`config.mk`:
```
export PLATFORM = sky130hd
export DESIGN_NAME = lfu_cache_tracker
export DESIGN_NICKNAME = d
export VERILOG_FILES = /design/src/lfu_pkg.sv /design/src/lfu_cell.sv /design/src/lfu_cache_tracker.sv
export SDC_FILE = /design/constraint.sdc
export NUM_CORES = 2
export LEC_CHECK = 0
export ABC_AREA = 1
export BUFFER_PORTS_ARGS = -buffer_cell sky130_fd_sc_hd__buf_2
export CAP_MARGIN = 40
export CORE_ASPECT_RATIO = 1.25
export CORE_MARGIN = 4
export CORE_UTILIZATION = 35
export DETAILED_ROUTE_END_ITERATION = 16
export GPL_TIMING_DRIVEN = 0
export PLACE_DENSITY = 0.57
export SETUP_SLACK_MARGIN = 0.15
export SYNTH_ARGS = -nofsm -noshare
export SYNTH_HDL_FRONTEND = slang
export SYNTH_SLANG_ARGS = --single-unit
```
`constraint.sdc`:
```
create_clock -name clk -period 12 [get_ports clk]
set_input_delay 1.8 -clock clk [delete_from_list [all_inputs] [get_ports clk]]
set_output_delay 1.8 -clock clk [all_outputs]
set_load 0.05 [all_outputs]
```
`src/lfu_pkg.sv`:
```
// shared types and constants for the lfu cache tracker
package lfu_pkg;

    localparam int DEPTH    = 16;
    localparam int KEY_W    = 32;
    localparam int USE_W    = 16;
    localparam int TOTAL_W  = 32;
    localparam int CAP_W    = 5;
    localparam int IDX_W    = (DEPTH > 1) ? $clog2(DEPTH) : 1;
    localparam int CNT_W    = $clog2(DEPTH + 1);
    localparam int EXT_W    = (CNT_W > CAP_W) ? CNT_W : CAP_W;
    localparam int SCAN_W   = CNT_W;

    localparam logic [EXT_W-1:0] DEPTH_X   = EXT_W'(DEPTH);
    localparam logic [USE_W-1:0] USE_MAX   = {USE_W{1'b1}};
    localparam logic [TOTAL_W-1:0] TOTAL_MAX = {TOTAL_W{1'b1}};
    localparam logic [CAP_W-1:0] CAP_RESET = CAP_W'(16);

    // one stored entry, also what a cell hands to its older neighbor
    typedef struct packed {
        logic             valid;
        logic [KEY_W-1:0] key;
        logic [USE_W-1:0] uses;
    } entry_t;

    // running minimum passed down the chain; uses has one extra bit for the start mark
    typedef struct packed {
        logic [USE_W:0]   uses;
        logic [IDX_W-1:0] idx;
        logic [KEY_W-1:0] key;
    } best_t;

    // control broadcast from the sequencer to every cell
    typedef struct packed {
        logic             cmp_en;
        logic             upd_en;
        logic             hit;
        logic [IDX_W-1:0] shift_upto;
        logic [KEY_W-1:0] req_key;
    } cell_ctl_t;

endpackage

```
`src/lfu_cell.sv`:
```
// one storage cell: holds an entry, matches the request and forwards the running minimum
module lfu_cell (
    input  logic                    clk,
    input  logic                    rst_n,
    input  lfu_pkg::cell_ctl_t      ctl,
    input  logic [lfu_pkg::IDX_W-1:0] my_idx,
    input  lfu_pkg::entry_t         prev_entry,
    input  lfu_pkg::best_t          best_in,
    output lfu_pkg::entry_t         entry,
    output lfu_pkg::best_t          best_out,
    output logic                    match
);
    import lfu_pkg::*;

    logic             valid_reg;
    logic             valid_next;
    logic [KEY_W-1:0] key_reg;
    logic [KEY_W-1:0] key_next;
    logic [USE_W-1:0] uses_reg;
    logic [USE_W-1:0] uses_next;
    logic             match_reg;
    best_t            best_reg;
    best_t            best_next;

    always_comb
    begin
        valid_next = valid_reg;
        key_next   = key_reg;
        uses_next  = uses_reg;
        if (ctl.upd_en)
        begin
            if (ctl.hit)
            begin
                if (match_reg && (uses_reg != USE_MAX))
                begin
                    uses_next = uses_reg + USE_W'(1);
                end
            end
            else if (my_idx <= ctl.shift_upto)
            begin
                valid_next = prev_entry.valid;
                key_next   = prev_entry.key;
                uses_next  = prev_entry.uses;
            end
        end
    end

    // strict less-than keeps the newer entry on a tie
    always_comb
    begin
        best_next = best_in;
        if (valid_reg && ({1'b0, uses_reg} < best_in.uses))
        begin
            best_next.uses = {1'b0, uses_reg};
            best_next.idx  = my_idx;
            best_next.key  = key_reg;
        end
    end

    always_ff @(posedge clk or negedge rst_n)
    begin
        if (!rst_n)
        begin
            valid_reg <= 1'b0;
            match_reg <= 1'b0;
        end
        else
        begin
            valid_reg <= valid_next;
            if (ctl.cmp_en)
            begin
                match_reg <= valid_reg && (key_reg == ctl.req_key);
            end
        end
    end

    always_ff @(posedge clk)
    begin
        key_reg  <= key_next;
        uses_reg <= uses_next;
        best_reg <= best_next;
    end

    assign entry.valid = valid_reg;
    assign entry.key   = key_reg;
    assign entry.uses  = uses_reg;
    assign best_out    = best_reg;
    assign match       = match_reg;

endmodule

```
`src/lfu_cache_tracker.sv`:
```
// top level: request sequencer, totals, output register and the chain of entry cells
// an accepted key passes the states CMP, DEC and UPD, with SCAN before UPD on a miss that evicts,
//   where the minimum-count pass runs down the cell chain; UPD waits for a free output register
// a new key is taken only in IDLE, so one key at a time, and also while a result waits
// reset: asynchronous, active low; store empty, totals zero, capacity 16
module lfu_cache_tracker (
    input  logic                       clk,
    input  logic                       rst_n,
    input  logic                       cfg_valid,
    output logic                       cfg_ready,
    input  logic [lfu_pkg::CAP_W-1:0]  cfg_data,
    input  logic                       s_tvalid,
    output logic                       s_tready,
    input  logic [31:0]                s_tdata,   // [31:0] key
    output logic                       m_tvalid,
    input  logic                       m_tready,
    output logic [95:0]                m_tdata,   // [31:0] evicted_key, [63:32] hit_total,
                                                  // [95:64] request_total
    output logic [1:0]                 m_tuser    // [0] hit, [1] evicted_valid
);
    import lfu_pkg::*;

    localparam logic [2:0] S_IDLE = 3'd0;
    localparam logic [2:0] S_CMP  = 3'd1;
    localparam logic [2:0] S_DEC  = 3'd2;
    localparam logic [2:0] S_SCAN = 3'd3;
    localparam logic [2:0] S_UPD  = 3'd4;

    logic [2:0]         state_reg, state_next;
    logic [CAP_W-1:0]   cap_reg;
    logic [KEY_W-1:0]   req_key_reg;
    logic               hit_reg, hit_next;
    logic               evict_reg, evict_next;
    logic [IDX_W-1:0]   victim_reg, victim_next;
    logic [KEY_W-1:0]   ev_key_reg, ev_key_next;
    logic [SCAN_W-1:0]  scan_cnt_reg, scan_cnt_next;
    logic [CNT_W-1:0]   filled_reg, filled_next;
    logic [TOTAL_W-1:0] hits_reg, hits_next;
    logic [TOTAL_W-1:0] reqs_reg, reqs_next;
    logic               out_valid_reg;
    logic               out_hit_reg;
    logic               out_ev_reg;
    logic [KEY_W-1:0]   out_ev_key_reg;
    logic [TOTAL_W-1:0] out_hits_reg;
    logic [TOTAL_W-1:0] out_reqs_reg;

    logic [EXT_W-1:0]   cap_x, fill_x, eff_cap;
    logic               full;
    logic               any_match;
    logic               out_free;
    logic               do_upd;

    cell_ctl_t          ctl;
    entry_t             new_entry;
    best_t              best_start;
    entry_t             entries [DEPTH];
    best_t              bests   [DEPTH];
    logic [DEPTH-1:0]   match_vec;

    assign cfg_ready = 1'b1;
    assign s_tready  = (state_reg == S_IDLE);
    assign out_free  = !out_valid_reg || m_tready;
    assign do_upd    = (state_reg == S_UPD) && out_free;

    // zero capacity acts as one, anything above the store depth as the depth
    assign cap_x   = EXT_W'(cap_reg);
    assign fill_x  = EXT_W'(filled_reg);
    assign eff_cap = (cap_x == '0) ? EXT_W'(1) : ((cap_x > DEPTH_X) ? DEPTH_X : cap_x);
    assign full    = (fill_x >= eff_cap);
    assign any_match = |match_vec;

    assign new_entry.valid = 1'b1;
    assign new_entry.key   = req_key_reg;
    assign new_entry.uses  = USE_W'(1);

    assign best_start.uses = {1'b1, {USE_W{1'b0}}};
    assign best_start.idx  = '0;
    assign best_start.key  = '0;

    assign ctl.cmp_en     = (state_reg == S_CMP);
    assign ctl.upd_en     = do_upd;
    assign ctl.hit        = hit_reg;
    assign ctl.shift_upto = evict_reg ? victim_reg : IDX_W'(DEPTH - 1);
    assign ctl.req_key    = req_key_reg;

    genvar gi;
    generate
        for (gi = 0; gi < DEPTH; gi++)
        begin : g_cell
            entry_t prev_e;
            best_t  prev_b;
            if (gi == 0)
            begin : g_head
                assign prev_e = new_entry;
                assign prev_b = best_start;
            end
            else
            begin : g_body
                assign prev_e = entries[gi-1];
                assign prev_b = bests[gi-1];
            end
            lfu_cell u_cell (
                .clk        (clk),
                .rst_n      (rst_n),
                .ctl        (ctl),
                .my_idx     (IDX_W'(gi)),
                .prev_entry (prev_e),
                .best_in    (prev_b),
                .entry      (entries[gi]),
                .best_out   (bests[gi]),
                .match      (match_vec[gi])
            );
        end
    endgenerate

    always_comb
    begin
        state_next    = state_reg;
        hit_next      = hit_reg;
        evict_next    = evict_reg;
        victim_next   = victim_reg;
        ev_key_next   = ev_key_reg;
        scan_cnt_next = scan_cnt_reg;
        filled_next   = filled_reg;
        hits_next     = hits_reg;
        reqs_next     = reqs_reg;
        unique case (state_reg)
            S_IDLE:
            begin
                if (s_tvalid)
                begin
                    state_next = S_CMP;
                end
            end
            S_CMP:
            begin
                state_next = S_DEC;
            end
            S_DEC:
            begin
                hit_next    = any_match;
                evict_next  = !any_match && full;
                ev_key_next = '0;
                victim_next = '0;
                scan_cnt_next = '0;
                state_next  = (!any_match && full) ? S_SCAN : S_UPD;
            end
            S_SCAN:
            begin
                // the chain is stable, so its tail holds the minimum once the pass has gone through every cell
                scan_cnt_next = scan_cnt_reg + SCAN_W'(1);
                if (scan_cnt_reg == SCAN_W'(DEPTH - 1))
                begin
                    victim_next = bests[DEPTH-1].idx;
                    ev_key_next = bests[DEPTH-1].key;
                    state_next  = S_UPD;
                end
            end
            S_UPD:
            begin
                if (out_free)
                begin
                    reqs_next = (reqs_reg == TOTAL_MAX) ? reqs_reg : reqs_reg + TOTAL_W'(1);
                    if (hit_reg && (hits_reg != TOTAL_MAX))
                    begin
                        hits_next = hits_reg + TOTAL_W'(1);
                    end
                    if (!hit_reg && !evict_reg)
                    begin
                        filled_next = filled_reg + CNT_W'(1);
                    end
                    state_next = S_IDLE;
                end
            end
            default:
            begin
                state_next = S_IDLE;
            end
        endcase
    end

    always_ff @(posedge clk or negedge rst_n)
    begin
        if (!rst_n)
        begin
            state_reg     <= S_IDLE;
            cap_reg       <= CAP_RESET;
            filled_reg    <= '0;
            hits_reg      <= '0;
            reqs_reg      <= '0;
            hit_reg       <= 1'b0;
            evict_reg     <= 1'b0;
            scan_cnt_reg  <= '0;
            out_valid_reg <= 1'b0;
        end
        else
        begin
            state_reg    <= state_next;
            filled_reg   <= filled_next;
            hits_reg     <= hits_next;
            reqs_reg     <= reqs_next;
            hit_reg      <= hit_next;
            evict_reg    <= evict_next;
            scan_cnt_reg <= scan_cnt_next;
            if (cfg_valid)
            begin
                cap_reg <= cfg_data;
            end
            if (do_upd)
            begin
                out_valid_reg <= 1'b1;
            end
            else if (m_tready)
            begin
                out_valid_reg <= 1'b0;
            end
        end
    end

    always_ff @(posedge clk)
    begin
        victim_reg <= victim_next;
        ev_key_reg <= ev_key_next;
        if (s_tvalid && s_tready)
        begin
            req_key_reg <= s_tdata;
        end
        if (do_upd)
        begin
            out_hit_reg    <= hit_reg;
            out_ev_reg     <= evict_reg;
            out_ev_key_reg <= ev_key_reg;
            out_hits_reg   <= hits_next;
            out_reqs_reg   <= reqs_next;
        end
    end

    assign m_tvalid = out_valid_reg;
    assign m_tdata  = {out_reqs_reg, out_hits_reg, out_ev_key_reg};
    assign m_tuser  = {out_ev_reg, out_hit_reg};

endmodule

```
Word-level counts from Yosys, hierarchy flattened:

Index checks and enable logic that the tools add are counted.

* output and inout port bits: 101
* register bits: 1882
* logic and storage cells: 455

* equality and inequality tests: 58
* $add $sub $neg: 20
* mux-type cells: 85
* bitwise gates (word level): 1
* order comparisons: 34
* reductions and logical operators: 114

Operators with widths (count)
* 2-to-1 mux 16 bit: 48
* 2-to-1 mux 52 bit: 14
* == test 32 bit: 16
* adder 16 x 1 -> 16 bit, second input constant: 16
* 2-to-1 mux 32 bit: 8
* != test 16 bit, second input constant: 16
* less-than comparator 16 x 17 -> 1 bit: 15
* AND reduction 3 bit: 34
* adder 32 x 1 -> 32 bit, second input constant: 2
* one-hot mux 32 bit (2 select lines): 1
* logical AND 1 bit: 53
* 2-to-1 mux 53 bit: 1
* nonzero test 2 bit: 18
* == test 32 bit, second input constant: 1
* <= comparator 4 bit, first input constant: 8
* != test 2 x 1 -> 1 bit, second input constant: 16
* != test 32 bit, second input constant: 1
* less-than comparator 16 x 17 -> 1 bit, second input constant: 1
* <= comparator 3 x 4 -> 1 bit, first input constant: 4
* OR reduction 16 bit: 1
* one-hot mux 3 bit (5 select lines): 1
* 2-to-1 mux 3 bit: 4
* adder 5 x 1 -> 5 bit, second input constant: 2
* 2-to-1 mux 5 bit: 2
* other kinds (19): 29

Depth between registers and ports, before layout:

* depth in word-level cells: 7
* gate-level depth with buffers: 14
* mapped depth without buffers: 13

Cells and area by module:

A second synthesis with hierarchy kept.

* cells, all modules: 10870
* area, all modules: 91630.4 um^2

By module, submodules not included
* lfu_cell (g_cell[0].u_cell ...): cells each 625, times used 13, area an instance 5074.9 um^2, seq. area each 2552.4 um^2
* lfu_cache_tracker: cells each 899, times used 1, area an instance 10236.1 um^2, seq. area each 7113.1 um^2
* lfu_cell (g_cell[12].u_cell): cells each 615, times used 1, area an instance 5471.5 um^2, seq. area each 2552.4 um^2
* lfu_cell (g_cell[8].u_cell): cells each 619, times used 1, area an instance 4981.0 um^2, seq. area each 2552.4 um^2
* lfu_cell (g_cell[9].u_cell): cells each 612, times used 1, area an instance 4968.5 um^2, seq. area each 2552.4 um^2

Worst setup path after synthesis:

No wires, ideal clock.

* kind: in2reg
* from: in s_tvalid
* to: reg req_key_reg[0], enable pin
* data arrival time: 4.893 ns
* buffers on the path: 0
* stages: 2
* setup slack: 6.606 ns
* cells stage by stage: inv_1 -> nor4_1

* longest elaborated chain between the ends: 1

Ends and longest elaborated chain
* start: declaration: line lfu_cache_tracker.sv:12 `input logic s_tvalid,`
* logical AND 1 bit: line lfu_cache_tracker.sv:224 `if (s_tvalid && s_tready)`
* end signal: assignment: line lfu_cache_tracker.sv:226 `req_key_reg <= s_tdata;`
* end: declaration: line lfu_cache_tracker.sv:31 `logic [KEY_W-1:0] req_key_reg;`

Every way passes these cells.
A chain may end at the register's enable or synchronous reset.

Worst setup path in the final report:

* from: in m_tready
* to: reg g_cell[15].u_cell.key_reg[17], enable pin

* longest elaborated chain between the ends: 3

Ends and longest elaborated chain
* start: declaration: line lfu_cache_tracker.sv:16 `input logic m_tready,`
* logical OR 1 bit: line lfu_cache_tracker.sv:62 `assign out_free = !out_valid_reg || m_tready;`
* logical AND 1 bit: line lfu_cache_tracker.sv:63 `assign do_upd = (state_reg == S_UPD) && out_free;`
* AND reduction 3 bit (no source line)
* end signal: assignment: line lfu_cell.sv:79 `key_reg <= key_next;`
* end: declaration: line lfu_cell.sv:17 `logic [KEY_W-1:0] key_reg;`

Every way passes these cells.

==> results.md <==
Finish:
- The most common cell after layout, fill and taps aside is nand2_1.
- At the end of the flow, the number of nets in the layout was just over 10000.
- Leaving out fill and tap cells, the most frequent cells in the layout are nand2_1 (3037), nand3_1 (1004), inv_1 (958).
- The flip-flop count of the largest register, all copies and words added is between 800 and 900.
- The fraction of layout cells with a size suffix above 1 is just under 8%.
- The layout overhead on the synthesized area is 15.4%.
- Once layout is done, the placed cells without fillers occupy around 96000 um^2.

Logic synthesis:
- In the synthesized netlist the async set-or-reset flop fraction comes to 6.27%.
- Synthesis produced a netlist whose cell count is about 9500.
- The synthesized design devotes to its leading area cell type around a third of total area.
- The largest total area in the synthesized netlist belongs to edfxtp_1.
- The share of synthesized cell area in and, or, nand and nor gates is around 25%.
- The count of flip-flops with a built-in enable after synthesis is 934.
- The sequential element share of the synthesized area is between 50% and 60%.
- After synthesis the cells add up to between 80000 and 90000 um^2.
- The synthesized-area fraction occupied by adder cells is ~3.8%.
- Dividing the synthesized area by the synthesized cell count gives between 8 and 9 um^2.
- By area, the combinational part of the netlist is dominated by simple AND/OR/NAND/NOR gates.
- In the post-synthesis netlist, the biggest area contributors are edfxtp_1 (34%), dfxtp_1 (20%), nand2_1 (14%).
- After synthesis the netlist holds a flip-flop and latch count of roughly 1900.
- Measured against the total synthesized area, the mux share comes to less than 1%.
- Of the total synthesized cell area, the portion taken by XOR and XNOR cells is under 10%.
- During synthesis, Yosys emitted a total of 0 warnings.
- The number of nets in the synthesized netlist is between 9000 and 10000.
- The number of distinct library cell variants in the gate-level netlist after synthesis is 55.
- The fraction of the mapped netlist area in compound gates is around 4.7%.
- For this run, the leading register cell type out of synthesis is edfxtp_1.

Floorplanning:
- For this configuration, the core starts out at a cell density of about a third.
- The die is about 550 um tall.
- After floorplanning, the core was divided into approximately 200 placement rows.
- The die is between 400 and 500 um wide.
- The full die area is about 240000 um^2.
- The number of ports placed on the die boundary is 143.
- The area of the placeable core is ~240000 um^2.

Worst setup path:
- The required time at the worst-slack endpoint is between 10 and 15 ns.
- Counting cells, the worst reg-to-reg path comes to 8.
- STA classifies the critical path startpoint as an input pin.
- The element type at the critical path end is a flip-flop.
- The critical path is of the in2reg type.
- The highest net fanout along the worst path is 39.
- Data arrives at the worst endpoint at between 5 and 6 ns.

Timing:
- Between clock sinks in the finished design, the worst skew comes to roughly 0.035 ns.
- For the finished layout, the period the worst path requires is about 4.7 ns.
- Setup repair after global routing left no endpoint under its margin.
- After layout, the worst path uses 39.6% of the clock period.
- The number of failing hold endpoints at the final stage is 0.
- Headroom to the max-slew limit came out at approximately 30%.
- The count of final max-slew check failures is 0.
- The setup TNS after final layout is 0 ns.
- At the pin with the least slew margin, the transition time is roughly 1.0 ns.
- The total of endpoints with negative setup slack in the final report is 0.
- Based on the critical path, the design can be clocked at up to between 0.2 and 0.25 GHz.

Routing:
- Once detail routing completed, the nets flagged for antenna violations numbered 0.
- Summing over every cut layer, the via total after detailed routing is 64706.
- The overall routed net length is ~300 mm.
- After detailed routing, the average wire length per cell comes to 22.8 um.
- The number of optimization iterations in the first detailed-route pass is 6.
- The DRC violation count after routing is 0.
- The number of DRC markers in iteration 0 is approximately 5400.
- In the routed layout, each cell is associated on average with a via count of 4.90.

Worst hold path:
- The tightest min-delay check is of the reg2reg type.
- Counting instances, the worst hold path has a depth of 2.

Clock network:
- The total clock buffers created by CTS is ~200.
- The setup fix buffers added after clock tree synthesis is 0.
- The clock insertion delay at the later pin of the skew report is about 0.87 ns.
- In this run the number of H-tree levels came out at 4.
- The post-CTS resize count is 0.
- After clock tree synthesis, the clock-pin slew on the worst setup and hold paths is 0.06 ns.
- The clock root buffer master is clkbuf_16.
- The count of hold buffers inserted by post-cts repair is 0.
- Counting every sink on the clock net gives approximately 1900.
- The TritonCTS clock tree is done.
- The clock passes through at most 3 buffers.

GRT:
- Entering global routing, the biggest net connects 75 pins.
- The via count of the first global-routing pass is between 60000 and 70000.
- The global-route usage over all layers is 24.2%.
- The number of antenna violations at the first check in global routing is 16.
- The global-route wire length before repair is about 430 mm.
- Summed over all layers, the global routing overflow is 0.

Power and ir drop:
- The worst-case IR drop observed on VDD is ~0.00013 V.
- The total power density per cell area is between 200 and 250 nW/um^2.
- For this design the static power due to leakage is approximately 42 nW.

Outcome:
- The run finished with clean final reports.

Placed design:
- The placed instances occupy a cell area of ~90000 um^2.
- The placer congestion estimate is roughly 1.0.
- The post-DP HPWL is 244 mm.
- The number of buffers inserted by port buffering is between 100 and 150.

Job:
- The number of violations of the max-capacitance limit is 0.
==> synthesized netlist by cell type (all sizes together) (2+ instances only) <==
library cell  instances
a21boi                6
a21o                  9
a21oi               125
a31oi                24
and2                  2
and3                  3
buf                 153
clkbuf              224
clkinv                7
dfrtp               116
dfxtp               816
edfxtp              934
ha                  251
inv                 966
nand2              3047
nand3              1007
nand3b               25
nand4               141
nor2                636
nor3                105
nor3b                 2
nor4                  8
o211ai               12
o21a                 13
o21ai               472
o21bai               14
o22ai                41
o31ai                 2
or2                  50
xnor2               141
xor2                111
==> report_power, final <==
part           internal, mW  switching (mW)
registers              8.69           0.960
logic                  2.15            5.05
clock network          3.68            2.65
==> path summary, 6_finish.rpt <==
kind	startpoint	end	slack, ns
min	g_cell[14].u_cell.best_out[34]	g_cell[15].u_cell.best_out[34]	0.40
min in group asynchronous	rst_n	reqs_reg[2]	0.89
min reg2reg	g_cell[14].u_cell.best_out[34]	g_cell[15].u_cell.best_out[34]	0.40
max in group asynchronous	rst_n	g_cell[4].u_cell.valid_reg	10.22
max	m_tready	g_cell[15].u_cell.key_reg[17]	7.25
max reg2reg	hit_reg	g_cell[15].u_cell.key_reg[17]	7.64
==> per-layer routing <==
metal  track usage, %  wire, um  up-vias
li1                 -         -    31749
met1             26.9    113000    30018
met2             43.7    150000     2233
met3             3.22     15900      706
met4             15.3     21700        0
met5                0         0        -
==> cell type report <==
class                   instances  area [um^2]
inverters                     973         3660
fillers                     23507       140000
multi-input cells            6253        30300
well taps                    3115         3900
clock inverters                96          966
diodes                          9         22.5
clock buffers                 282         5890
flip-flops and latches       1867        47300
repair buffers                227         1980
plain buffers                 377         1620
==> logic make-up after synthesis <==
family | Yosys count
AO/OA/AOI/OAI | 722
adder cells (fa/ha/maj) | 251
flip-flops | 1867
other | 1
AND/OR/NAND/NOR | 5026
buffers and inverters | 1350
XOR/XNOR | 252
multiplexers | 1
==> through the flow <==
stage / instances / hold WS, ns / util [%] / setup WS [ns] / power (mW)
floorplan: 9470 / 0.388 / - / 6.61 / 13.7
global placement: 12725 / 0.392 / 37.2 / 1.73 / 16.6
detailed placement: 12812 / 0.394 / 37.7 / 6.35 / 16.9
CTS: 13190 / 0.396 / 40.6 / 7.25 / 23.3
global route: 13191 / 0.420 / 40.6 / 7.09 / 24.5
finish: 13199 / 0.400 / 40.6 / 7.25 / 23.2
==> critical path, stage by stage <==
cell and delay [ns]:
buf_2 0.11, nor2_1 0.08, nor2_4 0.40, nand2_4 0.28, nor2_8 0.60, nand2_2 0.28, inv_2 0.60, nand2_1 0.37
inv_2 0.64
Note: power is estimated with default switching activity, not from simulation.
